### src/rtl/nlp_ram.sv
// ----------------------------------------------------------------------------
// nlp_ram
// Single-port synchronous RAM with a registered read.
// ----------------------------------------------------------------------------
module nlp_ram #(
    parameter int WIDTH = 8,
    parameter int DEPTH = 16
) (
    input  logic                     clk,
    input  logic                     we,
    input  logic                     re,
    input  logic [$clog2(DEPTH)-1:0] addr,
    input  logic [WIDTH-1:0]         wdata,
    output logic [WIDTH-1:0]         rdata
);

    logic [WIDTH-1:0] mem [DEPTH];
    logic [WIDTH-1:0] rdata_reg;

    always_ff @(posedge clk)
    begin
        if (we)
        begin
            mem[addr] <= wdata;
        end
        if (re)
        begin
            rdata_reg <= mem[addr];
        end
    end

    assign rdata = rdata_reg;

endmodule

### config.mk
export PLATFORM = sky130hd
export DESIGN_NAME = nlp_ram
export DESIGN_NICKNAME = d
export VERILOG_FILES = /design/src/rtl/nlp_ram.sv
export SDC_FILE = /design/constraint.sdc
export NUM_CORES = 1
export LEC_CHECK = 0
export BUFFER_PORTS_ARGS = -buffer_cell sky130_fd_sc_hd__buf_2
export CORE_AREA = 3 3 111 113
export CTS_BUF_LIST = sky130_fd_sc_hd__clkbuf_4
export DETAILED_ROUTE_END_ITERATION = 10
export DIE_AREA = 0 0 114 116
export SLEW_MARGIN = 20
export SYNTH_ARGS = -nofsm -noshare
export SYNTH_HDL_FRONTEND = slang
export SYNTH_SLANG_ARGS = --single-unit
### constraint.sdc
create_clock -name clk -period 2.6 [get_ports clk]
set_clock_uncertainty 0.1 [all_clocks]
set_input_delay 0.52 -clock clk [delete_from_list [all_inputs] [get_ports clk]]
set_output_delay 0.52 -clock clk [all_outputs]
set_load 0.005 [all_outputs]
==> metrics.md <==
| Metric | Value |
|---|---|
| Setup Crit Path Kind | `input pin to register` |
| Crit-path max FO | `18` |
| Boundary pin count | `23` |
| Die area | `13,220 um2` |
| Setup TNS | `0 ns` |
| Cts hold-fix bufs | `0` |
| DRT antenna net count | `0` |
| Area of placed instances | `5579 um2` |
| Drt wl/cell | `22.06 um` |
| Antenna Cells | `0` |
| Static Leak | `1.935 nW` |
| Die height | `116 um` |
| CTS clock-pin slew for the worst setup and hold paths | `0.11 ns` |
| Power Dens Cells | `717.3 nW/um2` |
| Placement Setup Slack | `0.2929 ns` |
| Main combinational cell family by area after synthesis | `multiplexers` |
| CP Data Required Time | `2.75 ns` |
| Final instance area | `5898 um2` |
| Post-synthesis instance area | `5147 um2` |
| Max-slew violations | `0` |
| DP Wirelength | `6.418 mm` |
| CP peak stage delay | `0.51 ns` |
| CTS Sinks | `136` |
| Gr usage total | `15.94%` |
| VDD IR max | `0.0002858 V` |
| 1st-pass router iterations | `4` |
| Initial antenna violation count | `0` |
| Actual slew at the worst max-slew pin | `0.7248 ns` |
| Adder-Cell Fraction of Synth Area | `0%` |
| FMAX | `565.0 MHz` |
| Critical Path End Type | `register` |
| DR vias/cell | `5.474` |
| CTS H-Tree Depth | `4` |
| Area delta synth->final | `14.58%` |
| Bufs on Longest Clock Path | `2` |
| Start point of the worst hold path | `re` |
| Clk_lat worst skew | `0.49 ns` |
| Part of the cycle the worst path needs | `68.08%` |
| Worst path arrival time | `1.92 ns` |
| Post-synthesis compound-gate area fraction | `2.333%` |
| Crit start category | `input pin` |
| IO Port Bufs | `22` |
| Die width | `114 um` |
| Sequential share of the synthesized area | `79.34%` |
| Worst reg2reg path startpoint | `mem[3][2]` |
| First-pass GRT wire length | `14.83 mm` |
| CTS buffer count | `17` |
| Synth unique cells | `17` |
| Global routing usage on met3 | `5.170%` |
| Max reg flops | `128` |
| Status | `complete, no violations` |
| Maximum number of pins on one net before global-route repair | `27` |
| Post-CTS Setup Bufs | `0` |
| Footprint of the multi-input gates | `1003 um2` |
| Number of max-cap violations | `0` |
| Register Area | `4084 um2` |
| CP startpoint | `addr[0]` |
| DRC violations left | `0` |
| Gp weighted congestion | `0.7112` |
| GRT overflow | `0` |
| Layout fillers | `915` |
| Post-layout minimum cycle time | `1.770 ns` |
| Rows | `39` |
| Final setup viols | `0` |
| Critical Path, Cell by Cell | `buf_2 -> buf_12 -> mux4_2 -> a22oi_1 -> nand2_1` |
| Post-Syn Area per Cell | `22.38 um2` |
| Worst Hold Class | `input pin to register` |
| #FFs+latches synth | `136` |
| Post-Synth XOR/XNOR Area | `0%` |
| RSZ-0062 raised after global routing | `no` |
| Syn_nets | `245` |
| Core area | `11,420 um2` |
| Met2 usage | `25.45%` |
| Slowest cell on crit path | `mux4_2` |
| Post-layout nets | `297` |
| Cells after Synth | `230` |
| CTS root buf | `clkbuf_4` |
| Post-synthesis simple-gate area fraction | `3.160%` |
| Buffers plus inverters on the worst setup path | `2` |
| Final WL | `9.640 mm` |
| Fin. Hold Viols | `0` |
| Synth Warn # | `0` |
| Cts repair resizes | `0` |
| DR vias | `2,392` |
| Slew margin rel. | `51.58%` |
| Final setup margin | `0.8300 ns` |
| Initial Utilization | `45.08%` |
| Met1 Resource Use GR | `20.58%` |
| Vias in the first global route | `2,515` |
| Fraction of synthesized area in multiplexers | `14.00%` |
| Crit-path leading delay family | `multiplexers` |
| Initial DRC Count | `187` |
| Share of layout cells above drive strength 1 | `35.03%` |
| Most used routing layer | `met2` |
| Hold WS | `0.2938 ns` |
| CTS tree | `built` |
Yosys cell counts (all sizes together):
| library cell | count | area, um2 |
|---|---|---|
| and2 | 1 | 6.260 |
| nor2b | 2 | 12.51 |
| nand2 | 9 | 33.78 |
| buf | 8 | 47.54 |
| nand3 | 1 | 5.000 |
| nand2b | 2 | 12.51 |
| mux4 | 32 | 720.7 |
| nor3 | 4 | 20.02 |
| or3b | 1 | 8.760 |
| a22oi | 16 | 120.1 |
| nand3b | 2 | 15.01 |
| nor2 | 13 | 48.80 |
| edfxtp | 136 | 4084 |
| clkbuf | 3 | 12.51 |
logic make-up (layout without fill, tap and decap cells):
family          Yosys count  after routing
mux                      32             32
buf+inv                  11             75
flops                   136            136
simple gates             35             35
compound gates           16             16
metrics by stage:
stage / power, mW / util (%) / cells
6_report: 4.231 / 51.65 / 437
5_1_grt: 4.400 / 51.65 / 437
4_1_cts: 4.275 / 51.65 / 437
3_5_place_dp: 2.766 / 48.86 / 406
3_3_place_gp: 2.760 / 48.86 / 406
2_1_floorplan: 2.653 / - / 230
worst paths after layout:
| path | to | slack, ns | cells past startpoint |
|---|---|---|---|
| worst min register to register | rdata[1] | 0.66 | 3 |
| worst max-delay path | rdata[2] | 0.83 | 5 |
| worst max register to register | rdata[2] | 1.00 | 3 |
| worst min-delay path | rdata[1] | 0.29 | 1 |
power breakdown:
group	total [mW]	switching [mW]	internal, mW
registers	2.48	0.0135	2.47
logic	0.229	0.129	0.100
clock network	1.52	0.676	0.846
total	4.23	0.819	3.41
placed cells by master, fill, tap and decap left out, drive strengths merged:
cell,n
clkbuf,18
nor3,4
a22oi,16
buf,44
nand3b,2
clkinv,8
nand3,1
mux4,32
or3b,1
and2,1
nor2,13
bufinv,5
edfxtp,136
nand2,9
nand2b,2
nor2b,2
area by class of cell:
class | instances | area share [%]
Tap cell | 143 | 3.034
Clock buffer | 18 | 2.291
Timing Repair Buffer | 44 | 5.303
Clock inverter | 13 | 3.118
Sequential cell | 136 | 69.24
Multi-Input combinational cell | 83 | 17.01
metal layers:
metal / part of all wire [%] / wire [um] / vias up
met5: 0 / 0 / -
met4: 2.0 / 191 / 0
met3: 6.7 / 649 / 13
met2: 50 / 4793 / 71
met1: 42 / 4005 / 1233
li1: - / - / 1075
No activity file was read; power rests on OpenSTA's default activity.
