### config.mk
export PLATFORM = sky130hd
export DESIGN_NAME = nlp_eval
export DESIGN_NICKNAME = d
export VERILOG_FILES = /design/src/rtl/nlp_pkg.sv /design/src/rtl/nlp_eval.sv
export SDC_FILE = /design/constraint.sdc
export NUM_CORES = 1
export LEC_CHECK = 0
export BUFFER_PORTS_ARGS = -buffer_cell sky130_fd_sc_hd__buf_2
export CAP_MARGIN = 5
export CELL_PAD_IN_SITES_DETAIL_PLACEMENT = 1
export CELL_PAD_IN_SITES_GLOBAL_PLACEMENT = 2
export CORE_ASPECT_RATIO = 0.5
export CORE_UTILIZATION = 27
export DETAILED_ROUTE_END_ITERATION = 12
export HOLD_SLACK_MARGIN = 0.05
export PLACE_DENSITY = 0.82
export SYNTH_ARGS = -nofsm -noshare
export SYNTH_HDL_FRONTEND = slang
export SYNTH_SLANG_ARGS = --single-unit
### constraint.sdc
create_clock -name clk -period 3.26 [get_ports clk]
set_input_delay 0.163 -clock clk [delete_from_list [all_inputs] [get_ports clk]]
set_output_delay 0.163 -clock clk [all_outputs]
set_load 0.01 [all_outputs]
### src/rtl/nlp_pkg.sv
// ----------------------------------------------------------------------------
// nlp_pkg
// Shared types and constants for the nearest live point search block.
// ----------------------------------------------------------------------------
package nlp_pkg;

    localparam int MAX_ENTRIES = 256;
    localparam int COORD_W     = 16;
    localparam int KEY_W       = 32;
    localparam int COUNT_W     = 16;
    localparam int RAD_W       = 16;
    localparam int IDX_W       = $clog2(MAX_ENTRIES);
    localparam int OCC_W       = $clog2(MAX_ENTRIES + 1);
    localparam int DIST_W      = COORD_W + 1;
    localparam int CMP_W       = (COORD_W > RAD_W) ? COORD_W : RAD_W;

    localparam logic OP_UPDATE = 1'b0;
    localparam logic OP_QUERY  = 1'b1;

    localparam logic [1:0] STAT_QUERY_DONE = 2'd0;
    localparam logic [1:0] STAT_UPDATED    = 2'd1;
    localparam logic [1:0] STAT_APPENDED   = 2'd2;
    localparam logic [1:0] STAT_FULL       = 2'd3;

    typedef struct packed {
        logic                        operation;
        logic [KEY_W-1:0]            entry_key;
        logic signed [COORD_W-1:0]   entry_x;
        logic signed [COORD_W-1:0]   entry_y;
        logic signed [COUNT_W-1:0]   entry_count;
        logic signed [COORD_W-1:0]   query_x;
        logic signed [COORD_W-1:0]   query_y;
        logic [RAD_W-1:0]            search_radius;
    } req_t;

    typedef struct packed {
        logic                        found;
        logic signed [COORD_W-1:0]   best_x;
        logic signed [COORD_W-1:0]   best_y;
        logic [1:0]                  status;
    } rsp_t;

    typedef struct packed {
        logic [KEY_W-1:0]            key;
        logic signed [COORD_W-1:0]   x;
        logic signed [COORD_W-1:0]   y;
        logic signed [COUNT_W-1:0]   count;
    } entry_t;

    typedef struct packed {
        logic                        clear;
        logic                        valid;
        logic [IDX_W-1:0]            idx;
    } scan_ctl_t;

    typedef struct packed {
        logic                        busy;
        logic                        hit;
        logic [IDX_W-1:0]            hit_idx;
        logic                        found;
        logic signed [COORD_W-1:0]   best_x;
        logic signed [COORD_W-1:0]   best_y;
    } scan_res_t;

endpackage

### src/rtl/nlp_eval.sv
// ----------------------------------------------------------------------------
// nlp_eval
// Two-stage per-entry evaluator: distance, radius and key match, then
// running best and first key hit.
// ----------------------------------------------------------------------------
module nlp_eval (
    input  logic              clk,
    input  logic              rst_n,
    input  nlp_pkg::scan_ctl_t ctl,
    input  nlp_pkg::entry_t   rd_data,
    input  nlp_pkg::req_t     req,
    output nlp_pkg::scan_res_t res
);
    import nlp_pkg::*;

    function automatic logic [COORD_W-1:0] abs_diff(
        input logic signed [COORD_W-1:0] a,
        input logic signed [COORD_W-1:0] b
    );
        logic signed [COORD_W:0] df;
        begin
            df = {a[COORD_W-1], a} - {b[COORD_W-1], b};
            if (df[COORD_W])
            begin
                df = -df;
            end
            return df[COORD_W-1:0];
        end
    endfunction

    logic [COORD_W-1:0] dx;
    logic [COORD_W-1:0] dy;
    logic               in_rad;
    logic               live;

    logic                      a_valid_reg;
    logic                      a_ok_reg;
    logic                      a_keq_reg;
    logic [DIST_W-1:0]         a_d_reg;
    logic signed [COORD_W-1:0] a_x_reg;
    logic signed [COORD_W-1:0] a_y_reg;
    logic [IDX_W-1:0]          a_idx_reg;

    logic                      have_reg;
    logic                      hit_reg;
    logic [DIST_W-1:0]         best_d_reg;
    logic signed [COORD_W-1:0] best_x_reg;
    logic signed [COORD_W-1:0] best_y_reg;
    logic [IDX_W-1:0]          hit_idx_reg;

    logic take;
    logic khit;

    always_comb
    begin
        dx     = abs_diff(rd_data.x, req.query_x);
        dy     = abs_diff(rd_data.y, req.query_y);
        in_rad = (CMP_W'(dx) <= CMP_W'(req.search_radius)) &&
                 (CMP_W'(dy) <= CMP_W'(req.search_radius));
        live   = !rd_data.count[COUNT_W-1] && (rd_data.count != '0);
    end

    always_ff @(posedge clk or negedge rst_n)
    begin
        if (!rst_n)
        begin
            a_valid_reg <= 1'b0;
        end
        else
        begin
            a_valid_reg <= ctl.valid && !ctl.clear;
        end
    end

    always_ff @(posedge clk)
    begin
        a_ok_reg  <= live && in_rad;
        a_keq_reg <= (rd_data.key == req.entry_key);
        a_d_reg   <= DIST_W'(dx) + DIST_W'(dy);
        a_x_reg   <= rd_data.x;
        a_y_reg   <= rd_data.y;
        a_idx_reg <= ctl.idx;
    end

    assign take = a_valid_reg && a_ok_reg && (!have_reg || (a_d_reg < best_d_reg));
    assign khit = a_valid_reg && a_keq_reg && !hit_reg;

    always_ff @(posedge clk or negedge rst_n)
    begin
        if (!rst_n)
        begin
            have_reg <= 1'b0;
            hit_reg  <= 1'b0;
        end
        else if (ctl.clear)
        begin
            have_reg <= 1'b0;
            hit_reg  <= 1'b0;
        end
        else
        begin
            if (take)
            begin
                have_reg <= 1'b1;
            end
            if (khit)
            begin
                hit_reg <= 1'b1;
            end
        end
    end

    always_ff @(posedge clk)
    begin
        if (ctl.clear)
        begin
            best_x_reg <= '0;
            best_y_reg <= '0;
        end
        else if (take)
        begin
            best_d_reg <= a_d_reg;
            best_x_reg <= a_x_reg;
            best_y_reg <= a_y_reg;
        end
        if (khit)
        begin
            hit_idx_reg <= a_idx_reg;
        end
    end

    always_comb
    begin
        res.busy    = a_valid_reg;
        res.hit     = hit_reg;
        res.hit_idx = hit_idx_reg;
        res.found   = have_reg;
        res.best_x  = best_x_reg;
        res.best_y  = best_y_reg;
    end

endmodule

==> results_dict.tcl, run 1 <==
set metrics [dict create \
    path_class "primary input to register" \
    syn_area_sq_um 7880 \
    wl_per_cell_um 16.31 \
    ios 264 \
    multi_input_area_sq_um 5356 \
    min_from "req[102]" \
    cts_sinks 119 \
    critPathSlowestCell "fa_2" \
    yosys.area.top_type "dfxtp_1" \
    hold_viol 0 \
    power.density_nw_per_um2 621.7 \
    drive_above_1_share_pct 42.32 \
    maxSlewViolCount 0 \
    clock_path_buffers 2 \
    cp_common_cell "a21oi_2" \
    yosysTopAreaCellShare_pct 23.12 \
    fin_crit_ps 3818 \
    place_area_sq_um 11060 \
    timing.rr.start "best_d_reg[1]" \
    firstDrtPassIters 4 \
    routabilityCongestion 0.8956 \
    design_area_sq_um 12640 \
    row_count 43 \
    postSynth.asyncResetShare_pct 2.521 \
    ys_ff_latch 119 \
    end_kind "register" \
    grt_antenna_before_repair 2 \
    area_growth_pct 60.42 \
    synth_area_leaders "dfxtp_1 23%, ha_1 16%, edfxtp_1 9.5%" \
    crit_family "compound AO/OA/AOI/OAI gates" \
    ys_warn_count 0 \
    port_buffers 214 \
    cts_tree "built" \
    peakVddDrop_mv 0.5364 \
    ys_seq_area_share_pct 33.60 \
    syn_inst 846 \
    hpwl_um 22170 \
    r2r_slack_ps 260 \
    start_util_pct 27.95 \
    hold_path_depth 5 \
    clkSlewWorstSetupHoldPaths_ps 60 \
    die_width_um 243.6 \
    crit_fanout 6 \
    htree_levels 4 \
    track_usage_pct 18.95 \
    seq_area_sq_um 2648 \
    ys_types 78 \
    root_buffer "clkbuf_16" \
    synth_flop_cell "dfxtp_1" \
    setup_viol 10 \
    viasPerCell 4.605 \
    worst_setup_path_start_kind "primary input" \
    synth_commonest_cells "98 x ha_1, 91 x dfxtp_1, 83 x inv_1, 77 x nor2_1, 50 x xor2_1" \
    grt_pass1_vias 8944 \
    max_cap_viol_count 0 \
    wirelength_um 28150 \
    max-slew-margin-rel_pct 55.29 \
    violations "negative setup slack" \
    gr-total-overflow 0 \
    worst_pin_slew_ps 670.6 \
    drtAntennaViolNets 0 \
    reg2reg_depth 12 \
    design.die.area_sq_um 29910 \
    worst-path-buf-inv 2 \
    die_h_um 122.8 \
    num_vias 7948 \
    worstReg2RegEnd "best_x_reg[8]" \
    synth_edf_count 25 \
    fin_ws_ps -557.6 \
    holdWs_ps 169.7 \
    grt_max_degree 33 \
    critPathMaxStageDelay_ps 360 \
    core_sq_um 28190 \
    arrival_ps 4180 \
    path_cells "buf_8 > inv_8 > ha_4 > fa_2 > nand2b_4 > a21o_4 > a31oi_4 > a221o_1 > a31o_2 > nand2_2 > a31o_4 > nor2b_4 > xnor2_2 > ha_1 > a21oi_2 > o21a_1 > nor3_2 > a41o_1 > o41ai_4 > o211ai_1 > a21oi_2 > xnor2_1" \
    post-place-ws_ps -1196 \
    fill_cells 3303 \
    cp_data_required_time_ps 3620 \
    leakage_uw 0.006317 \
    worstSkewPairLatency_ps 440 \
    syn_nets 1168 \
    dp.cells 1631 \
    hold_path_class "primary input to register" \
    drtIter0Drc 185 \
    nNetsFinal 1651 \
    yosysMostFrequentCell "ha_1" \
    avgSynthCellArea_sq_um 9.314 \
    min_to "a_keq_reg" \
    skew_ps 11.79 \
    fin_cells 1726 \
    drc_errors 0 \
    rsz0062_at_grt "true" \
    cts_buffers 17 \
    grt_pass1_wl_um 44500 \
    status "complete, but fails checks" \
    max_clock_freq_mhz 261.9 \
    fin_crit_sh_pct 117.1 \
]
==> final cells by class <==
type                            instances  area share, %
Multi-Input combinational cell        628          42.37
Timing Repair Buffer                  480          25.39
Sequential cell                       119          20.94
Tap cell                              382          3.781
Clock buffer                           18          3.395
Inverter                               83          2.524
Clock inverter                         14          1.554
Antenna cell                            2        0.03959
==> worst register-to-register path: cells and delay by family, from the launching register on <==
family	cells	cell delay, ps
simple gates	2	190
compound gates	5	1010
flops	1	320
buf+inv	3	770
mux	1	300
fa+ha+maj	1	260
==> power breakdown <==
part           switching [uW]  internal (uW)
clock                     742           1280
sequential                101           1730
combinational            1900           2100
==> how the worst max path moves through the flow <==
stage	startpoint	endpoint	slack, ps	cells after the start
final	rd_data[32]	a_d_reg[15]	-560	22
after global routing	rd_data[18]	a_ok_reg	-680	23
after CTS	rd_data[32]	a_d_reg[14]	-660	23
after detailed placement	rd_data[16]	a_d_reg[15]	-1200	23
after global placement	rd_data[32]	a_ok_reg	-1180	22
after floorplan	rd_data[32]	a_d_reg[15]	-610	23
==> metal layers <==
metal / part of all wire, % / GRT usage [%]
met1: 44 / 21.47
met2: 51 / 35.26
met3: 3.2 / 4.308
met4: 1.8 / 6.484
met5: 0 / 0
==> stage by stage <==
step	utilization [%]	power, uW	TNS, ps
detailed placement	39.22	5306	-12350
CTS	43.86	7621	-5189
floorplan	-	3705	-4290
global route	44.84	8346	-5732
global placement	39.22	5129	-10320
finish	44.84	7859	-4204
==> timing repair <==
action | in CTS | in global routing
setup buffers | 12 | 5
hold buffers | 43 | 1
endpoints found under the hold margin | 45 | 1
pin swaps | 45 | 32
gates resized for setup | 39 | 46
endpoints found under the setup margin | 13 | 13
==> kinds of logic (layout without fill, tap and decap cells) <==
family / count (synthesis) / after routing / synth area share [%]
AOI/OAI and AO/OA: 179 / 179 / 15.58
xor gates and xnor gates: 95 / 95 / 10.84
adders and majority gates: 101 / 101 / 16.32
buffers and inverters: 99 / 595 / 5.113
DFF: 119 / 119 / 33.60
muxes: 35 / 35 / 4.446
other: 0 / 2 / 0
and+or+nand+nor: 218 / 218 / 14.10
==> cell usage in the layout, fill, tap and decap left out, types with 22 or more instances in the layout <==
cell | synthesis | routed
buf_2 | 7 | 212
mux2i_1 | 35 | 34
xnor2_1 | 43 | 34
ha_1 | 98 | 92
edfxtp_1 | 25 | 25
nand2_1 | 27 | 22
buf_4 | 4 | 218
xor2_1 | 50 | 47
nor2_1 | 77 | 74
inv_1 | 83 | 82
dlygate4sd3_1 | 0 | 44
dfxtp_1 | 91 | 91
a21oi_1 | 41 | 31
Power figures use the tool's default switching activity.
==> inputs of run 2 (changes only) <==
--- a/config.mk
+++ b/config.mk
@@ -17,3 +17,4 @@
 export SYNTH_ARGS = -nofsm -noshare
 export SYNTH_HDL_FRONTEND = slang
 export SYNTH_SLANG_ARGS = --single-unit
+export TNS_END_PERCENT = 20
==> results_dict.tcl, run 2 (synthesized netlist as in run 1, its figures left out) <==
set metrics [dict create \
    max-slew-margin-rel_pct 48.20 \
    hold_path_class "primary input to register" \
    grt_pass1_vias 8830 \
    nNetsFinal 1657 \
    mostFrequentLayoutCell "buf_4" \
    cp_data_required_time_ps 3590 \
    grt_pass1_wl_um 45140 \
    worst_setup_path_start_kind "primary input" \
    wirelength_um 27790 \
    worstSkewPairLatency_ps 450 \
    leakage_uw 0.006287 \
    drive_above_1_share_pct 40.73 \
    ios 264 \
    maxSlewViolCount 0 \
    arrival_ps 4120 \
    fin_ws_ps -535.2 \
    gr-total-overflow 0 \
    clock_path_buffers 2 \
    rsz0062_at_grt "true" \
    power.density_nw_per_um2 621.4 \
    peakVddDrop_mv 0.4228 \
    status "complete, but fails checks" \
    drtIter0Drc 159 \
    p_total_uw 7760 \
    dr_wl_met3_um 997 \
    fin_crit_sh_pct 116.4 \
    fin_crit_ps 3795 \
    clkSlewWorstSetupHoldPaths_ps 70 \
    wl_per_cell_um 16.06 \
    port_buffers 214 \
    grt_max_degree 37 \
    end_kind "register" \
    cts_tree "built" \
    start_util_pct 27.95 \
    area_growth_pct 58.48 \
    root_buffer "clkbuf_16" \
    die_width_um 243.6 \
    worst_pin_slew_ps 774.2 \
    design.die.area_sq_um 29910 \
    viasPerCell 4.609 \
    htree_levels 4 \
    row_count 43 \
    max_clock_freq_mhz 263.5 \
    final_cell_mix "222 x buf_4, 212 x buf_2, 94 x ha_1" \
    met2_length_um 13990 \
    maxUsedRoutingLayer "met5" \
    cts_buffers 17 \
    holdWs_ps -164.1 \
    track_usage_pct 19.40 \
    grt_antenna_before_repair 1 \
    ctsHoldBuffers 43 \
    drtAntennaViolNets 0 \
    hold_viol 1 \
    n_antenna_cell 0 \
    utilization_pct 44.30 \
    die_h_um 122.8 \
    wl_met1_um 12290 \
    drc_errors 0 \
    num_vias 7973 \
    crit_fanout 6 \
    routabilityCongestion 0.8924 \
    max_cap_viol_count 0 \
    core_sq_um 28190 \
    setup_viol 12 \
    hpwl_um 21700 \
    firstDrtPassIters 4 \
    path_class "primary input to register" \
    violations "negative hold slack, negative setup slack" \
    cts_sinks 119 \
    skew_ps 8.506 \
]
run 2: changes by cell type in the layout (fill, tap and decap cells not counted), sizes merged:
| cell | delta |
|---|---|
| inv | +7 |
| clkinvlp | -2 |
| bufinv | -2 |
| clkbuf | -1 |
| buf | +7 |
| dlygate4sd3 | -1 |
| clkinv | -2 |
| diode | -2 |
run 2: critical path, cell delays in order:
cell and delay [ps]:
buf_8 90, inv_8 30, ha_4 150, fa_2 330
nand2b_4 150, a21o_4 220, a31oi_4 180, a221o_1 190
a31o_2 180, nand2_2 50, a31o_4 270, buf_4 150
buf_6 100, o21a_1 170, fa_2 370, nor2b_2 130
o21ai_2 80, a21boi_2 180, o21ai_2 100, a211oi_2 230
nand2_2 120, a21oi_4 220, a311oi_2 130, xnor2_1 140
run 2: power by group:
group	switching (uW)	internal (uW)	total (uW)
sequential	105	1720	1830
combinational	1840	2110	3950
clock	822	1160	1980
run 2: path summary, 6_finish.rpt:
path	end	slack, ps	from	cells past startpoint
max	a_d_reg[14]	-540	rd_data[32]	24
min	a_x_reg[0]	-160	rd_data[32]	1
max reg2reg	best_x_reg[0]	400	best_d_reg[1]	12
min reg2reg	hit_idx_reg[7]	410	a_idx_reg[7]	0
max in group asynchronous	have_reg	2500	rst_n	3
min in group asynchronous	hit_reg	610	rst_n	3
run 2: layer usage:
metal  vias to the layer above  global-route usage, %
met2                       147                  35.93
met4                         2                  6.563
met3                        38                  3.936
met1                      3817                  22.44
li1                       3969                      -
met5                         -                      0
run 2: cell type report:
type / instances / area, sq um
Inverter: 83 / 319.1
Multi-Input combinational cell: 628 / 5174
Timing Repair Buffer: 486 / 3263
Fill cell: 3325 / 15700
Clock buffer: 17 / 425.4
Clock inverter: 15 / 181.4
Tap cell: 382 / 478.0
Sequential cell: 119 / 2648
run 2: timing repair:
action | CTS | global route
pin swaps | 43 | 11
endpoints found under the setup margin | 12 | 14
setup buffers | 26 | 6
hold endpoints to repair | 45 | 1
resized for setup | 42 | 15
run 2: per-stage QoR:
stage	TNS, ps	hold WS [ps]	worst slack (ps)	std cells	area [sq um]
global route	-6734	-178.7	-697.2	1730	12490
finish	-4664	-164.1	-535.2	1730	12490
global placement	-12070	-34.75	-1250	1623	10970
detailed placement	-12110	-35.04	-1235	1623	10970
floorplan	-4480	-132.6	-611.6	846	8018
CTS	-3388	-183.8	-428.8	1724	12370
